### src/design/pui_pkg.sv
// ----------------------------------------------------------------------------
// pui_pkg: shared types and constants of the pose integrator
// Fixed-point constants, the CORDIC arctangent table and the structs that
// travel along the rotation and division cell chains.
// ----------------------------------------------------------------------------
package pui_pkg;

	localparam logic signed [31:0] RAD2BAM_Q29 = 32'sd1367130551;
	localparam logic signed [31:0] PI_Q29      = 32'sd1686629713;
	localparam logic signed [33:0] GAIN_Q30    = 34'sd652032874;
	localparam logic [15:0]        STEP_RESET  = 16'd6554;

	// Division chain widths, sized for the whole range of position fraction bits.
	localparam int DIVW = 51;
	localparam int ADW  = 38;

	function automatic logic [31:0] atan_bam(input int unsigned idx);
		logic [31:0] r;
		case (idx)
			0:  r = 32'd536870912;
			1:  r = 32'd316933406;
			2:  r = 32'd167458907;
			3:  r = 32'd85004756;
			4:  r = 32'd42667331;
			5:  r = 32'd21354465;
			6:  r = 32'd10679838;
			7:  r = 32'd5340245;
			8:  r = 32'd2670163;
			9:  r = 32'd1335087;
			10: r = 32'd667544;
			11: r = 32'd333772;
			12: r = 32'd166886;
			13: r = 32'd83443;
			14: r = 32'd41722;
			15: r = 32'd20861;
			16: r = 32'd10430;
			17: r = 32'd5215;
			18: r = 32'd2608;
			19: r = 32'd1304;
			20: r = 32'd652;
			21: r = 32'd326;
			22: r = 32'd163;
			23: r = 32'd81;
			default: r = 32'd0;
		endcase
		return r;
	endfunction

	typedef struct packed {
		logic signed [33:0] x;
		logic signed [33:0] y;
		logic signed [33:0] z;
	} pui_rot_t;

	typedef struct packed {
		logic               vld;
		logic signed [31:0] px;
		logic signed [31:0] py;
		logic signed [15:0] hd;
		logic signed [15:0] v;
		logic signed [15:0] w;
		logic signed [33:0] vdt;
		logic [31:0]        b1;
		logic               f0;
		logic               f1;
	} pui_pay_t;

	typedef struct packed {
		logic [DIVW-1:0] n;
		logic [ADW-1:0]  rem;
		logic [DIVW-1:0] q;
	} pui_div_t;

	typedef struct packed {
		logic               vld;
		logic signed [31:0] px;
		logic signed [31:0] py;
		logic signed [15:0] hd;
		logic signed [15:0] w;
		logic signed [39:0] sdx;
		logic signed [39:0] sdy;
		logic [15:0]        hout;
		logic               negx;
		logic               negy;
		logic [ADW-1:0]     ad;
	} pui_dpay_t;

endpackage

### src/design/pui_div_cell.sv
// ----------------------------------------------------------------------------
// pui_div_cell: one restoring division step
// Produces one quotient bit for each of the x and y arc divisions and hands
// the partial remainders on to the next cell.
// ----------------------------------------------------------------------------
module pui_div_cell (
	input  logic               clk,
	input  logic               arst_n,
	input  logic               en,
	input  pui_pkg::pui_dpay_t pay_i,
	input  pui_pkg::pui_div_t  dx_i,
	input  pui_pkg::pui_div_t  dy_i,
	output pui_pkg::pui_dpay_t pay_o,
	output pui_pkg::pui_div_t  dx_o,
	output pui_pkg::pui_div_t  dy_o
);
	import pui_pkg::*;

	function automatic pui_div_t div_step(input pui_div_t d, input logic [ADW-1:0] ad);
		pui_div_t o;
		logic [ADW:0] trial;
		logic ge;
		trial = {d.rem, d.n[DIVW-1]};
		ge = (trial >= {1'b0, ad});
		o.rem = ge ? ADW'(trial - {1'b0, ad}) : trial[ADW-1:0];
		o.n = {d.n[DIVW-2:0], 1'b0};
		o.q = {d.q[DIVW-2:0], ge};
		return o;
	endfunction

	always_ff @(posedge clk or negedge arst_n) begin
		if (!arst_n) begin
			pay_o <= '0;
		end else if (en) begin
			pay_o <= pay_i;
		end
	end

	always_ff @(posedge clk) begin
		if (en) begin
			dx_o <= div_step(dx_i, pay_i.ad);
			dy_o <= div_step(dy_i, pay_i.ad);
		end
	end

endmodule
### config.mk
export PLATFORM = sky130hd
export DESIGN_NAME = pui_div_cell
export DESIGN_NICKNAME = d
export VERILOG_FILES = /design/src/design/pui_pkg.sv /design/src/design/pui_div_cell.sv
export SDC_FILE = /design/constraint.sdc
export NUM_CORES = 1
export LEC_CHECK = 0
export BUFFER_PORTS_ARGS = -buffer_cell sky130_fd_sc_hd__buf_2
export CAP_MARGIN = 30
export CELL_PAD_IN_SITES_DETAIL_PLACEMENT = 1
export CELL_PAD_IN_SITES_GLOBAL_PLACEMENT = 1
export CORE_AREA = 2 2 399 401
export DETAILED_ROUTE_END_ITERATION = 7
export DIE_AREA = 0 0 401 403
export PLACE_DENSITY_LB_ADDON = 0.1
export REMOVE_ABC_BUFFERS = 1
export SETUP_SLACK_MARGIN = 0.1
export SLEW_MARGIN = 20
export SYNTH_ARGS = -nofsm -noshare
export SYNTH_HDL_FRONTEND = slang
export SYNTH_SLANG_ARGS = --single-unit
### constraint.sdc
create_clock -name clk -period 0.9 [get_ports clk]
set_clock_uncertainty 0.15 [all_clocks]
set_input_delay 0.18 -clock clk [delete_from_list [all_inputs] [get_ports clk]]
set_output_delay 0.18 -clock clk [all_outputs]
set_load 0.02 [all_outputs]
==> out/qor.log <==
[run_status] result of the run finished with violations
[run_status] violations in the final reports hold timing, setup timing
[die] starting utilization of the core area 14.3%
[final_layout] Register Area 14,200 µm²
[setup_path] worst reg2reg endpoint pay_o[76]
[drt] via-per-instance ratio 3.69
[logic_synthesis] Post-Syn Instances 1,546
[logic_synthesis] portion of synthesized cell area occupied by the leading cell type 37.1%
[setup_path] cell with the largest stage delay on the worst path a221o_1
[global_route] vias in the first global route 24,200
[setup_path] crit path from pay_i[20]
[setup_path] critical path's largest stage delay 0.34 ns
[final_layout] utilization after layout 28.4%
[power] clock power share 35.3%
[timing] setup repair after global routing missed its margin yes
[timing] final hold viol count 265
[placement] routability cong. 0.816
[placement] PortBufs 1,024
[logic_synthesis] number of warnings printed during yosys synthesis 0
[setup_path] worst path bufs/invs 5
[power] fraction of power consumed by combinational cells 28.1%
[placement] total half-perimeter wirelength after legalization and detailed placement 95,900 µm
[setup_path] startpoint kind of the worst setup timing path primary input
[final_layout] area occupied by multi-input gates 8810 µm²
[global_route] total congestion overflow after global routing 0
[timing] total count of max-transition violations in the final report 0
[drt] Starting DRT DRC Count 744
[die] Die Ht 403 µm
[die] Floorplan Core Area 157,000 µm²
[min_path] type of the tightest min-delay check in2async
[setup_path] length in cells of the worst reg-to-reg path 3
[setup_path] worst-case register-to-register setup slack -0.26 ns
[drt] wire length after detailed routing 121,000 µm
[logic_synthesis] post-synthesis cell type with the largest combined area edfxtp_1
[drt] DR pass1 iterations 4
[setup_path] largest driver fanout on the critical path 5
[clocking] CTS H-tree lvls 3
[timing] number of setup violations in the final report 795
[placement] Placed Area 33,400 µm²
[clocking] number of sinks driven by the clock tree 511
[setup_path] kind of capture point of the worst setup path register
[clocking] worst-skew pair later-pin latency 0.62 ns
[run] reported max-cap violation count 0
[global_route] number of antenna violations at the first check in global routing 33
[clocking] clock tree from TritonCTS done
[timing] highest attainable clock frequency 384 MHz
[final_layout] final design area excluding fillers 44,800 µm²
[clocking] CTS max path bufs 3
[final_layout] fraction of final layout cells with drive strength greater than 1 57.7%
[die] number of I/O pins 1,029
[global_route] first-pass GRT wire length 172,000 µm
[global_route] pin count of the biggest net entering global routing 42
[setup_path] beginning of the worst register-to-register path pay_o[76]
[clocking] CTS root buffer clkbuf_16
[logic_synthesis] cell types with the largest area share after synthesis edfxtp_1, dfrtp_1, mux2_2
[die] width of the die 401 µm
[drt] routed length per placed instance 21.4 µm
[setup_path] kind of cell adding the most delay to the critical path compound AO/OA/AOI/OAI gates
[final_layout] # fillers 17,400
[power] Switching Share 30.2%
[die] die area 162,000 µm²
[power] switching power total 0.0239 W
[drt] remaining design rule violation count 0
[drt] count of vias placed by the detailed router 21,000
[logic_synthesis] synthesized area per cell 14.5 µm²
[power] Worst VDD drop 1.18 mV
[clocking] clock transition time at the flip-flop clock pins of the worst setup and hold paths 0.05 ns
[timing] minimum period implied by the final worst setup slack 2.61 ns
[power] Pleak 19.7 nW
[setup_path] critical path capture point dx_o[60]
[die] Placement Rows 146
[logic_synthesis] Unique masters post-synth 67
[clocking] number of buffers inserted during clock tree synthesis 72
[power] Cell Pwr Density 1770 nW/µm²
[logic_synthesis] cell area after technology mapping 22,500 µm²
[power] share of total power in sequential cells 36.6%
[timing] worst setup slack after layout -1.71 ns
[drt] remaining number of nets flagged by the antenna check after routing 0
[logic_synthesis] synthesized flop and latch total 511
[timing] worst hold slack -0.475 ns
[timing] Sum Neg Setup Slack -442.82 ns
[power] post-layout power 0.0792 W
[setup_path] Crit path top cell by count buf_12
[setup_path] required time reported for the critical path endpoint 1.15 ns
[final_layout] synthesis-to-finish area growth 99.1%
[power] internal power 0.0553 W
[setup_path] Worst path depth 14
[timing] final clock period utilization by the worst path 290%
[final_layout] net count of the finished layout 4,144
[logic_synthesis] part of the Yosys area used for sequential elements 63.0%
[setup_path] ordered cell list for the critical path buf_12, inv_8, ha_4, a21oi_2, o21ai_2, a311o_1, a221o_1, a211oi_2, a21boi_2, a211oi_4, inv_4, buf_12, buf_12, mux2_4
[global_route] Total GRT Usage 14.6%
[logic_synthesis] Post-synth top flop edfxtp_1
[setup_path] critical path class in2reg
[logic_synthesis] post-synthesis async set-or-reset flop share 45.6%
[setup_path] Worst EP arrival 2.85 ns
[logic_synthesis] EDFF count, synth 278
-- cell usage in the layout (no fill, tap or decap), types with 10 or more instances in the layout --
| master | count |
|---|---|
| buf_2 | 625 |
| dlygate4sd3_1 | 476 |
| buf_4 | 447 |
| buf_6 | 392 |
| edfxtp_1 | 278 |
| mux2_2 | 249 |
| dfrtp_1 | 225 |
| clkbuf_16 | 76 |
| nand2_1 | 60 |
| mux2_4 | 55 |
| a21oi_1 | 54 |
| ha_1 | 43 |
| nor2_1 | 40 |
| inv_1 | 35 |
| xnor2_1 | 35 |
| buf_12 | 35 |
| a21o_1 | 31 |
| ha_4 | 31 |
| xor2_1 | 26 |
| clkbuf_1 | 25 |
| o21ai_0 | 24 |
| inv_2 | 15 |
| a21oi_2 | 14 |
| nand4_1 | 14 |
| nand3_1 | 13 |
| inv_4 | 12 |
| and3_1 | 11 |
| buf_8 | 11 |
| nor3_1 | 10 |
| o211ai_1 | 10 |
-- final cells by class --
cell class                      instances  area share [%]
Antenna cell                            9          0.0503
Timing Repair Buffer                 1988            37.0
Inverter                               66           0.671
Multi-Input combinational cell        911            19.7
Sequential cell                       511            31.7
Tap cell                             2072            5.79
Clock inverter                         24           0.567
Clock buffer                          104            4.52
-- worst min-delay path by stage --
stage	from	endpoint	slack, ns	depth (start not counted)
6_report	arst_n	pay_o[163]	-0.48	4
5_1_grt	arst_n	pay_o[163]	-0.50	4
3_3_place_gp	arst_n	pay_o[209]	-0.09	1
3_5_place_dp	arst_n	pay_o[209]	-0.09	1
2_1_floorplan	arst_n	pay_o[0]	-0.27	0
4_1_cts	arst_n	pay_o[209]	-0.52	4
-- metal layers --
| layer | GRT usage, % | routed length, µm | vias up |
|---|---|---|---|
| met4 | 5.26 | 3930 | 12 |
| met5 | 0 | 69 | - |
| met3 | 4.39 | 9360 | 169 |
| met2 | 25.7 | 61500 | 684 |
| met1 | 16.7 | 46600 | 10300 |
| li1 | - | - | 9788 |
-- timing repair --
item                       in CTS  in global routing
pin swaps                      59                 29
gates cloned                    6                  1
gates resized for setup       606                508
hold endpoints to repair      773                288
setup endpoints to repair     822                822
hold buffers                  478                  1
setup buffers                  53                 13
-- per-stage QoR --
step	cells	worst slack, ns
2_1_floorplan	1488	-2.63
3_3_place_gp	5005	-2.69
3_5_place_dp	5005	-2.75
4_1_cts	5670	-1.63
5_1_grt	5682	-1.80
6_report	5685	-1.71
-- flip-flops by register name, indices dropped and copies added (netlist names) --
| signal | count |
|---|---|
| dx_o | 139 |
| dy_o | 139 |
| pay_o | 233 |
-- power by group through the flow --
stage,clock network (W),registers (W),logic [W]
2_1_floorplan,0,0.0318,0.00476
3_3_place_gp,0,0.0290,0.0171
3_5_place_dp,0,0.0290,0.0172
4_1_cts,0.0295,0.0288,0.0216
5_1_grt,0.0302,0.0293,0.0238
6_report,0.0279,0.0290,0.0223
-- cell families (layout without fill, tap and decap cells) --
group	after synthesis	in the layout	synth area share (%)
compound gates	247	247	7.39
xor+xnor	62	62	2.41
fa+ha+maj	78	78	4.41
buf+inv	125	2182	2.26
flops	511	511	63.0
mux	310	310	16.0
other cells	1	11	0.0167
simple gates	212	212	4.52
-- tightest hold or removal path: stages --
cell and delay (ns):
buf_8 0.08, buf_12 0.10, buf_12 0.12, buf_12 0.19
-- cells in the mapped netlist (all sizes together), types with 4 or more instances --
master     n
a21oi     70
o211ai    10
buf       11
o31ai      5
o21bai    10
edfxtp   278
a211o      4
nor2b     11
o21ai     38
a21o      31
mux2     304
a221o      4
a31oi      9
o21a      10
a2111oi    4
nor3      15
xnor2     36
xor2      26
mux2i      6
nand2     68
and2       9
o2111ai    4
dfrtp    233
a311oi     5
clkbuf    48
nand2b     5
inv       66
nor2      44
o221ai     4
nand4     14
a211oi    13
and3      12
nand3     20
ha        76
a21boi     7
Note: power is estimated with default switching activity, not from simulation.
