==> src/design/pui_pkg.sv <==
// ----------------------------------------------------------------------------
// pui_pkg: shared types and constants of the pose integrator
// Fixed-point constants, the CORDIC arctangent table and the structs that
// travel along the rotation and division cell chains.
// ----------------------------------------------------------------------------
package pui_pkg;

	localparam logic signed [31:0] RAD2BAM_Q29 = 32'sd1367130551;
	localparam logic signed [31:0] PI_Q29      = 32'sd1686629713;
	localparam logic signed [33:0] GAIN_Q30    = 34'sd652032874;
	localparam logic [15:0]        STEP_RESET  = 16'd6554;

	// Division chain widths, sized for the whole range of position fraction bits.
	localparam int DIVW = 51;
	localparam int ADW  = 38;

	function automatic logic [31:0] atan_bam(input int unsigned idx);
		logic [31:0] r;
		case (idx)
			0:  r = 32'd536870912;
			1:  r = 32'd316933406;
			2:  r = 32'd167458907;
			3:  r = 32'd85004756;
			4:  r = 32'd42667331;
			5:  r = 32'd21354465;
			6:  r = 32'd10679838;
			7:  r = 32'd5340245;
			8:  r = 32'd2670163;
			9:  r = 32'd1335087;
			10: r = 32'd667544;
			11: r = 32'd333772;
			12: r = 32'd166886;
			13: r = 32'd83443;
			14: r = 32'd41722;
			15: r = 32'd20861;
			16: r = 32'd10430;
			17: r = 32'd5215;
			18: r = 32'd2608;
			19: r = 32'd1304;
			20: r = 32'd652;
			21: r = 32'd326;
			22: r = 32'd163;
			23: r = 32'd81;
			default: r = 32'd0;
		endcase
		return r;
	endfunction

	typedef struct packed {
		logic signed [33:0] x;
		logic signed [33:0] y;
		logic signed [33:0] z;
	} pui_rot_t;

	typedef struct packed {
		logic               vld;
		logic signed [31:0] px;
		logic signed [31:0] py;
		logic signed [15:0] hd;
		logic signed [15:0] v;
		logic signed [15:0] w;
		logic signed [33:0] vdt;
		logic [31:0]        b1;
		logic               f0;
		logic               f1;
	} pui_pay_t;

	typedef struct packed {
		logic [DIVW-1:0] n;
		logic [ADW-1:0]  rem;
		logic [DIVW-1:0] q;
	} pui_div_t;

	typedef struct packed {
		logic               vld;
		logic signed [31:0] px;
		logic signed [31:0] py;
		logic signed [15:0] hd;
		logic signed [15:0] w;
		logic signed [39:0] sdx;
		logic signed [39:0] sdy;
		logic [15:0]        hout;
		logic               negx;
		logic               negy;
		logic [ADW-1:0]     ad;
	} pui_dpay_t;

endpackage

==> src/design/pui_cordic_cell.sv <==
// ----------------------------------------------------------------------------
// pui_cordic_cell: one CORDIC rotation stage
// Rotates the start and end heading vectors by one micro-angle and hands
// them, with the item payload, to the next cell.
// ----------------------------------------------------------------------------
module pui_cordic_cell #(
	parameter int IDX = 0
) (
	input  logic              clk,
	input  logic              arst_n,
	input  logic              en,
	input  pui_pkg::pui_pay_t pay_i,
	input  pui_pkg::pui_rot_t r0_i,
	input  pui_pkg::pui_rot_t r1_i,
	output pui_pkg::pui_pay_t pay_o,
	output pui_pkg::pui_rot_t r0_o,
	output pui_pkg::pui_rot_t r1_o
);
	import pui_pkg::*;

	localparam logic signed [33:0] ATAN = $signed({2'b00, atan_bam(IDX)});

	function automatic pui_rot_t rotate(input pui_rot_t r);
		pui_rot_t o;
		logic signed [33:0] xs;
		logic signed [33:0] ys;
		xs = r.x >>> IDX;
		ys = r.y >>> IDX;
		if (r.z >= 0) begin
			o.x = r.x - ys;
			o.y = r.y + xs;
			o.z = r.z - ATAN;
		end else begin
			o.x = r.x + ys;
			o.y = r.y - xs;
			o.z = r.z + ATAN;
		end
		return o;
	endfunction

	always_ff @(posedge clk or negedge arst_n) begin
		if (!arst_n) begin
			pay_o <= '0;
		end else if (en) begin
			pay_o <= pay_i;
		end
	end

	always_ff @(posedge clk) begin
		if (en) begin
			r0_o <= rotate(r0_i);
			r1_o <= rotate(r1_i);
		end
	end

endmodule

==> config.mk <==
export PLATFORM = sky130hd
export DESIGN_NAME = pui_cordic_cell
export DESIGN_NICKNAME = d
export VERILOG_FILES = /design/src/design/pui_pkg.sv /design/src/design/pui_cordic_cell.sv
export SDC_FILE = /design/constraint.sdc
export NUM_CORES = 1
export LEC_CHECK = 0
export BUFFER_PORTS_ARGS = -buffer_cell sky130_fd_sc_hd__buf_2
export CAP_MARGIN = 5
export CORE_AREA = 4 4 300 302
export DETAILED_ROUTE_END_ITERATION = 10
export DIE_AREA = 0 0 304 306
export PLACE_DENSITY = 0.45
export SLEW_MARGIN = 20
export SYNTH_ARGS = -nofsm -noshare
export SYNTH_HDL_FRONTEND = slang
export SYNTH_SLANG_ARGS = --single-unit
==> constraint.sdc <==
create_clock -name clk -period 2.1 [get_ports clk]
set_input_delay 0 -clock clk [delete_from_list [all_inputs] [get_ports clk]]
set_output_delay 0 -clock clk [all_outputs]
set_load 0.005 [all_outputs]
==> impl_metrics.toml, run 1 <==
[critical_path]
crit_top_cell = "o21ai_2"
reg2reg_depth = 2
max_stage_delay_ps = 570
path_max_fanout = 5
startpoint = "r1_i[36]"
r2r-end = "pay_o[47]$_DFFE_PN0P_"
critPathCaptureType = "flop"
worst_path_max_delay_cell = "or4b_4"
path_depth = 13
cp.arrival_ps = 2570
critPathRequiredTime_ps = 2450
crit_end = "r1_o[66]$_DFFE_PP_"
cp_top_family = "compound AO/OA/AOI/OAI gates"
reg2reg_slack_ps = 810
r2r_start = "pay_o[47]$_DFFE_PN0P_"
crit_buf_inv = 3
path_cells = "buf_4 -> inv_2 -> ha_4 -> buf_6 -> nor2b_2 -> o21ai_2 -> a31oi_2 -> o41a_1 -> or4b_4 -> and3_4 -> o21ai_2 -> o21ai_2 -> xnor2_1"
start_kind = "primary input"
path_class = "in2reg"

[finish]
area_growth_pct = 67.9
final.fill_count = 8313
drive_gt1_frac = 0.487
fin_nets = 4714
finalNonFillerCells = 5322
fin_area_sq_mm = 0.0412

[yosys]
synth_flop_cell = "edfxtp_1"
ys_warn_count = 0
synthCells = 2390
synth_area_leader_cell = "edfxtp_1"
ys_ff_latch = 383
avgSynthCellArea_sq_um = 10.3
synth_area_sq_mm = 0.0245
synth_area_leaders = "edfxtp_1, dfrtp_1, ha_1, mux2_2, a21oi_1"
synth_edf_count = 202
yosysUniqueCellTypes = 87
syn_nets = 2994
async_flop_share = 0.473
yosysSeqAreaShare = 0.432
synth_top_area_frac = 0.247

[power_and_ir_drop]
power_switching_mw = 8.43
pwr-share-clk = 0.322
leakage_nw = 19.2
peakVddDrop_uv = 563
power.total_mw = 27.3
p_per_area_mw_per_mm2 = 663
seq_power_share = 0.347
power_frac_comb = 0.331
intPower_mw = 18.9
switching_share = 0.309

[grt]
antenna_found_initial = 30
overflow = 0
grt_pass1_wl_um = 167000
grt_max_degree = 63
grt_pass1_vias = 27000
grt_usage = 0.230

[die]
die_area_sq_mm = 0.0930
core_area_sq_mm = 0.0877
dieHeight_um = 306
num_io_pins = 773
rows = 109
fp.dieW_um = 304
initial_core_util = 0.280

[timing]
hold_viol_final = 0
fin_skew_ps = 0
rsz0062_at_grt = "yes"
max_freq_ghz = 0.450
finalMaxSlewViolations = 0
hold_ws_ps = 51.6
setup_slack_ps = -121
slew-limit-headroom = 0.400
period_share = 1.06
finalCriticalPeriod_ps = 2220
setup_viol = 10
worstMarginPinSlew_ps = 889

[clock_network]
h-tree-depth = 2
cts_tree = "yes"
cts_made_buffers = 48
cts_buffer_depth = 3
clockRootBuffer = "clkbuf_16"
path_clk_slew_ps = 60
cts_sinks = 383
insertion_delay_ps = 600

[detailed_routing]
avgRoutedWirePerCell_um = 20.9
routed_wl_um = 111000
avgViaCountPerCell = 4.74
drt_iter0_drc = 1346
first_pass_iters = 5
ant_nets = 0
drc_errors = 0
vias = 25200

[placement]
dpl_cell_area_sq_mm = 0.0357
dp_cells = 4941
dp_hpwl_um = 91000
gp_congestion = 0.907
io_buffers = 772

[outcome]
status = "finished with violations"
violations = "setup timing"

[min_path]
hold_depth = 4
hold_class = "in2reg"

[flow_run]
cap_violations = 0
==> synthesized netlist by cell type (6+ instances only) <==
cell type  instances
a211oi_1          15
fa_1               8
o21ai_0          109
o21bai_1          41
buf_2             14
nor3_1            38
or3_1             10
mux2_2           182
nand4_1           26
and3_1            10
inv_1            205
nand3b_1           6
or2_2              8
nand3_1           17
a21o_1            44
nor4_1            30
dfrtp_1          181
o21a_1            15
xnor2_1          113
xor2_1            23
a221oi_1          11
ha_1             208
buf_1             14
a31oi_1           27
mux2i_1           25
edfxtp_1         202
o211ai_1          19
o21ai_1           16
nand2_1           97
a31o_2             6
nand2b_1          11
a21oi_1          249
nor2b_1           23
o31ai_1           23
nor2_1           171
clkbuf_1          79
a221o_1            8
==> cell type report <==
cell class                      instances  area, sq um  area share
Timing Repair Buffer                 1779        12500       0.303
Tap cell                             1165         1460      0.0354
Sequential cell                       383        10600       0.257
Antenna cell                           13         32.5    0.000790
Clock buffer                           60         1350      0.0328
Inverter                              211          857      0.0208
Clock inverter                         24          320     0.00778
Multi-Input combinational cell       1687        14100       0.342
==> registers in the layout, indices dropped and copies added, names as in the netlist <==
| signal | cells |
|---|---|
| pay_o | 181 |
| r0_o | 101 |
| r1_o | 101 |
==> stage by stage <==
stage	setup slack, ps	util	TNS, ps
6_report	-121	0.470	-492
5_1_grt	-161	0.470	-1290
4_1_cts	-72.5	0.463	-168
3_5_place_dp	-974	0.407	-72330
3_3_place_gp	-941	0.407	-73320
2_1_floorplan	-423	-	-6070
==> tightest hold or removal path, stage by stage <==
cell and delay (ps):
buf_2 110, ha_4 160, buf_4 150, xor2_1 70
==> power groups by stage <==
stage	clock network, mW	logic [mW]	registers [mW]
global placement	0	8.19	9.58
detailed placement	0	8.21	9.60
CTS	9.08	8.88	9.47
global route	9.41	9.75	9.55
floorplan	0	3.41	9.61
finish	8.81	9.04	9.47
==> how the worst min path moves through the flow <==
stage	from	to	slack (ps)
finish	r0_i[70]	r0_o[36]$_DFFE_PP_	50
detailed placement	arst_n	pay_o[111]$_DFFE_PN0P_	-10
floorplan	arst_n	pay_o[0]$_DFFE_PN0P_	-300
global placement	arst_n	pay_o[85]$_DFFE_PN0P_	-10
CTS	r0_i[70]	r0_o[36]$_DFFE_PP_	1
global route	r0_i[70]	r0_o[36]$_DFFE_PP_	40
==> metal layers <==
layer | global-route usage | wire length, um | vias up | share of wire
li1 | - | - | 12100 | -
met1 | 0.266 | 43800 | 12200 | 0.39
met2 | 0.429 | 57800 | 747 | 0.52
met3 | 0.0487 | 6340 | 188 | 0.057
met4 | 0.0649 | 3200 | 20 | 0.029
met5 | 0 | 139 | - | 0.0012
==> cells in the final DEF, fill, tap and decap left out, drive strengths merged, types with 26 or more instances in the layout <==
| master | instances |
|---|---|
| ha | 208 |
| inv | 213 |
| o21bai | 41 |
| a21o | 44 |
| dfrtp | 181 |
| o21ai | 126 |
| clkbuf | 60 |
| a31oi | 28 |
| dlygate4sd3 | 265 |
| nor3 | 38 |
| nor4 | 30 |
| nand2 | 97 |
| nand4 | 26 |
| mux2 | 182 |
| buf | 1514 |
| a21oi | 250 |
| nor2 | 171 |
| xnor2 | 113 |
| edfxtp | 202 |
==> timing repair <==
action / CTS / global route
buffers inserted: 15 / 7
resized for setup: 83 / 126
hold endpoints to repair: 458 / 0
hold buffers: 266 / 0
setup endpoints to repair: 64 / 82
pin swaps: 44 / 56
==> logic make-up (layout without fill, tap and decap cells) <==
family,after synthesis,after routing,synth area share
compound gates,662,662,0.173
simple gates,466,466,0.0904
flops,383,383,0.432
buf+inv,320,2074,0.0500
fa+ha+maj,216,216,0.113
mux,207,207,0.0937
xor+xnor,136,136,0.0485
other cells,0,13,0
(Power assumes the default switching activity.)
==> inputs of run 2 (changes only) <==
--- a/config.mk
+++ b/config.mk
@@ -5,12 +5,13 @@
 export SDC_FILE = /design/constraint.sdc
 export NUM_CORES = 1
 export LEC_CHECK = 0
+export ABC_AREA = 1
 export BUFFER_PORTS_ARGS = -buffer_cell sky130_fd_sc_hd__buf_2
 export CAP_MARGIN = 5
-export CORE_AREA = 4 4 300 302
+export CORE_MARGIN = 4
+export CORE_UTILIZATION = 30
 export DETAILED_ROUTE_END_ITERATION = 10
-export DIE_AREA = 0 0 304 306
-export PLACE_DENSITY = 0.45
+export PLACE_DENSITY = 0.47
 export SLEW_MARGIN = 20
 export SYNTH_ARGS = -nofsm -noshare
 export SYNTH_HDL_FRONTEND = slang
==> run 2 against run 1 <==
  * The run now ends clean
  * Cell area grew 0.80%
  * Clock power is 2.4% lower
  * Flip-flop and latch count unchanged
  * Sequential share of layout area decreased by 0.20 points
  * Largest cell class unchanged
  * Largest power group unchanged
==> impl_metrics.toml, run 2 <==
[clock_network]
cts_tree = "yes"
path_clk_slew_ps = 60
cts_made_buffers = 48
clockRootBuffer = "clkbuf_16"
cts_buffer_depth = 3
cts_sinks = 383
insertion_delay_ps = 580
h-tree-depth = 2

[power_and_ir_drop]
pwr-share-clk = 0.318
seq_power_share = 0.346
switching_share = 0.334
leakage_nw = 20.9
peakVddDrop_uv = 514
power_frac_comb = 0.337
power.total_mw = 27.1
intPower_mw = 18.0
p_per_area_mw_per_mm2 = 652
power_switching_mw = 9.04

[timing]
period_share = 0.984
setup_viol = 0
hold_viol_final = 0
finalMaxSlewViolations = 0
slew-limit-headroom = 0.360
worstMarginPinSlew_ps = 957
rsz0062_at_grt = "yes"
fin_skew_ps = 0
finalCriticalPeriod_ps = 2070
max_freq_ghz = 0.484

[finish]
utilization = 0.459
final.fill_count = 9090
area_growth_pct = 50.7
fin_area_sq_mm = 0.0415
fin_nets = 5624
multi_input_area_sq_mm = 0.0149
largest_register_ffs = 181
mostFrequentLayoutCell = "nand2_1"
final_cell_mix = "nand2_1, buf_2, buf_4, inv_1, nand3_1"
regMostFlops = "pay_o"
finalNonFillerCells = 6243
top_regs = "pay_o: 181 flops, r0_o: 101 flops, r1_o: 101 flops"
drive_gt1_frac = 0.344
seq_area_sq_mm = 0.0106

[yosys]
synth_area_leader_cell = "edfxtp_1"
synth_top_area_frac = 0.220
async_flop_share = 0.473
synthTopCellsByCount = "nand2_1, inv_1, nand3_1, nor2_1, a21oi_1"
synth_area_leaders = "edfxtp_1, dfrtp_1, nand2_1, ha_1, mux2_2"
synth_edf_count = 202
synth_flop_cell = "edfxtp_1"
synthCells = 3427
ys_warn_count = 0
avgSynthCellArea_sq_um = 8.04
yosysUniqueCellTypes = 45
yosysSeqAreaShare = 0.384
yosysMostFrequentCell = "nand2_1"
synth_area_sq_mm = 0.0276
syn_nets = 4031
ys_ff_latch = 383

[critical_path]
start_kind = "primary input"
critPathRequiredTime_ps = 2450
reg2reg_slack_ps = 800
r2r_start = "pay_o[166]$_DFFE_PN0P_"
path_class = "in2reg"
reg2reg_depth = 2
r2r-end = "pay_o[166]$_DFFE_PN0P_"
cp.arrival_ps = 2420
critPathCaptureType = "flop"
path_max_fanout = 3

[die]
dieHeight_um = 311
rows = 110
num_io_pins = 773
initial_core_util = 0.304
core_area_sq_mm = 0.0906
fp.dieW_um = 311
die_area_sq_mm = 0.0968

[outcome]
status = "finished, final reports clean"

[detailed_routing]
drt_iter0_drc = 2256
avgViaCountPerCell = 4.78
vias = 29800
routed_wl_um = 130000
drc_errors = 0
avgRoutedWirePerCell_um = 20.8
ant_nets = 0
first_pass_iters = 6

[grt]
grt_pass1_wl_um = 191000
grt_max_degree = 67
antenna_found_initial = 8
grt_usage = 0.258
overflow = 0
grt_pass1_vias = 29700

[min_path]
hold_class = "in2async"

[placement]
io_buffers = 772
dpl_cell_area_sq_mm = 0.0370
dp_cells = 5876
gp_congestion = 0.974
dp_hpwl_um = 107000

[flow_run]
cap_violations = 0
==> run 2: cell types whose count changed after synthesis, sizes merged, moves of 65 or more <==
cell	delta
clkbuf	-65
nor2	+114
xnor2	-113
o21ai	+88
nand2	+737
inv	+215
nand3	+275
==> run 2: critical path, cell delays in order <==
cell and delay, ps:
dlygate4sd3_1 540, buf_2 140, buf_4 140, fa_1 440
buf_4 150, nand4_1 110, nand2_1 170, nand2_1 100
nand2_1 140, nand3_1 160, nand2_1 60, nand2_1 50
nand2_1 70, nand2_1 60, nand2_1 60
==> run 2: how the worst max path moves through the flow <==
| stage | end | slack, ps | depth (start not counted) | from |
|---|---|---|---|---|
| after global placement | r1_o[50]$_DFFE_PP_ | -390 | 10 | r1_i[30] |
| after detailed placement | r1_o[50]$_DFFE_PP_ | -380 | 10 | r1_i[30] |
| after floorplan | r0_o[33]$_DFFE_PP_ | 170 | 13 | r0_i[33] |
| after global routing | r0_o[67]$_DFFE_PP_ | -30 | 16 | r0_i[35] |
| after CTS | r0_o[99]$_DFFE_PP_ | 10 | 15 | r0_i[35] |
| final | r1_o[86]$_DFFE_PP_ | 30 | 15 | r1_i[35] |
==> run 2: kinds of logic after synthesis <==
kind of cell    after synthesis  synth area share
simple gates               1500             0.229
buf+inv                     531            0.0823
compound gates              542             0.107
xor+xnor                     74            0.0235
mux                         181            0.0740
fa+ha+maj                   216             0.100
flops                       383             0.384
==> run 2: final cells by class <==
type,instances,share of cell area
antenna,7,0.000422
clock buffer,63,0.0325
clock inverter,27,0.00636
inverter,423,0.0384
multi-input combinational,2513,0.358
sequential,383,0.255
tap,1176,0.0354
timing repair buffer,1651,0.273
==> run 2: repair_timing <==
action / 4_1_cts / 5_1_grt
setup endpoints to repair: 0 / 56
hold endpoints to repair: 443 / 0
resized for setup: 0 / 56
hold buffers: 269 / 0
buffers inserted: 0 / 1
==> run 2: metrics by stage <==
| stage | TNS (ps) | worst slack, ps | hold WS [ps] |
|---|---|---|---|
| after detailed placement | -19120 | -376 | -111 |
| after CTS | 0 | 12.4 | 6.94 |
| final | 0 | 33.7 | 45.1 |
| after global placement | -18430 | -390 | -110 |
| after floorplan | 0 | 167 | -296 |
| after global routing | -54.2 | -27.4 | 51.0 |
==> run 2: routing by layer <==
layer,track usage,share of wire,vias up
met2,0.433,0.47,1078
met3,0.0404,0.061,194
met4,0.103,0.047,2
li1,-,-,14500
met1,0.333,0.43,14000
met5,0,0.000054,-
==> run 2: power groups by stage <==
stage | registers [mW] | logic [mW] | clock network (mW)
floorplan | 9.47 | 3.67 | 0
global placement | 9.47 | 8.53 | 0
detailed placement | 9.46 | 8.54 | 0
CTS | 9.34 | 9.01 | 8.84
global route | 9.43 | 9.90 | 9.11
finish | 9.35 | 9.11 | 8.60
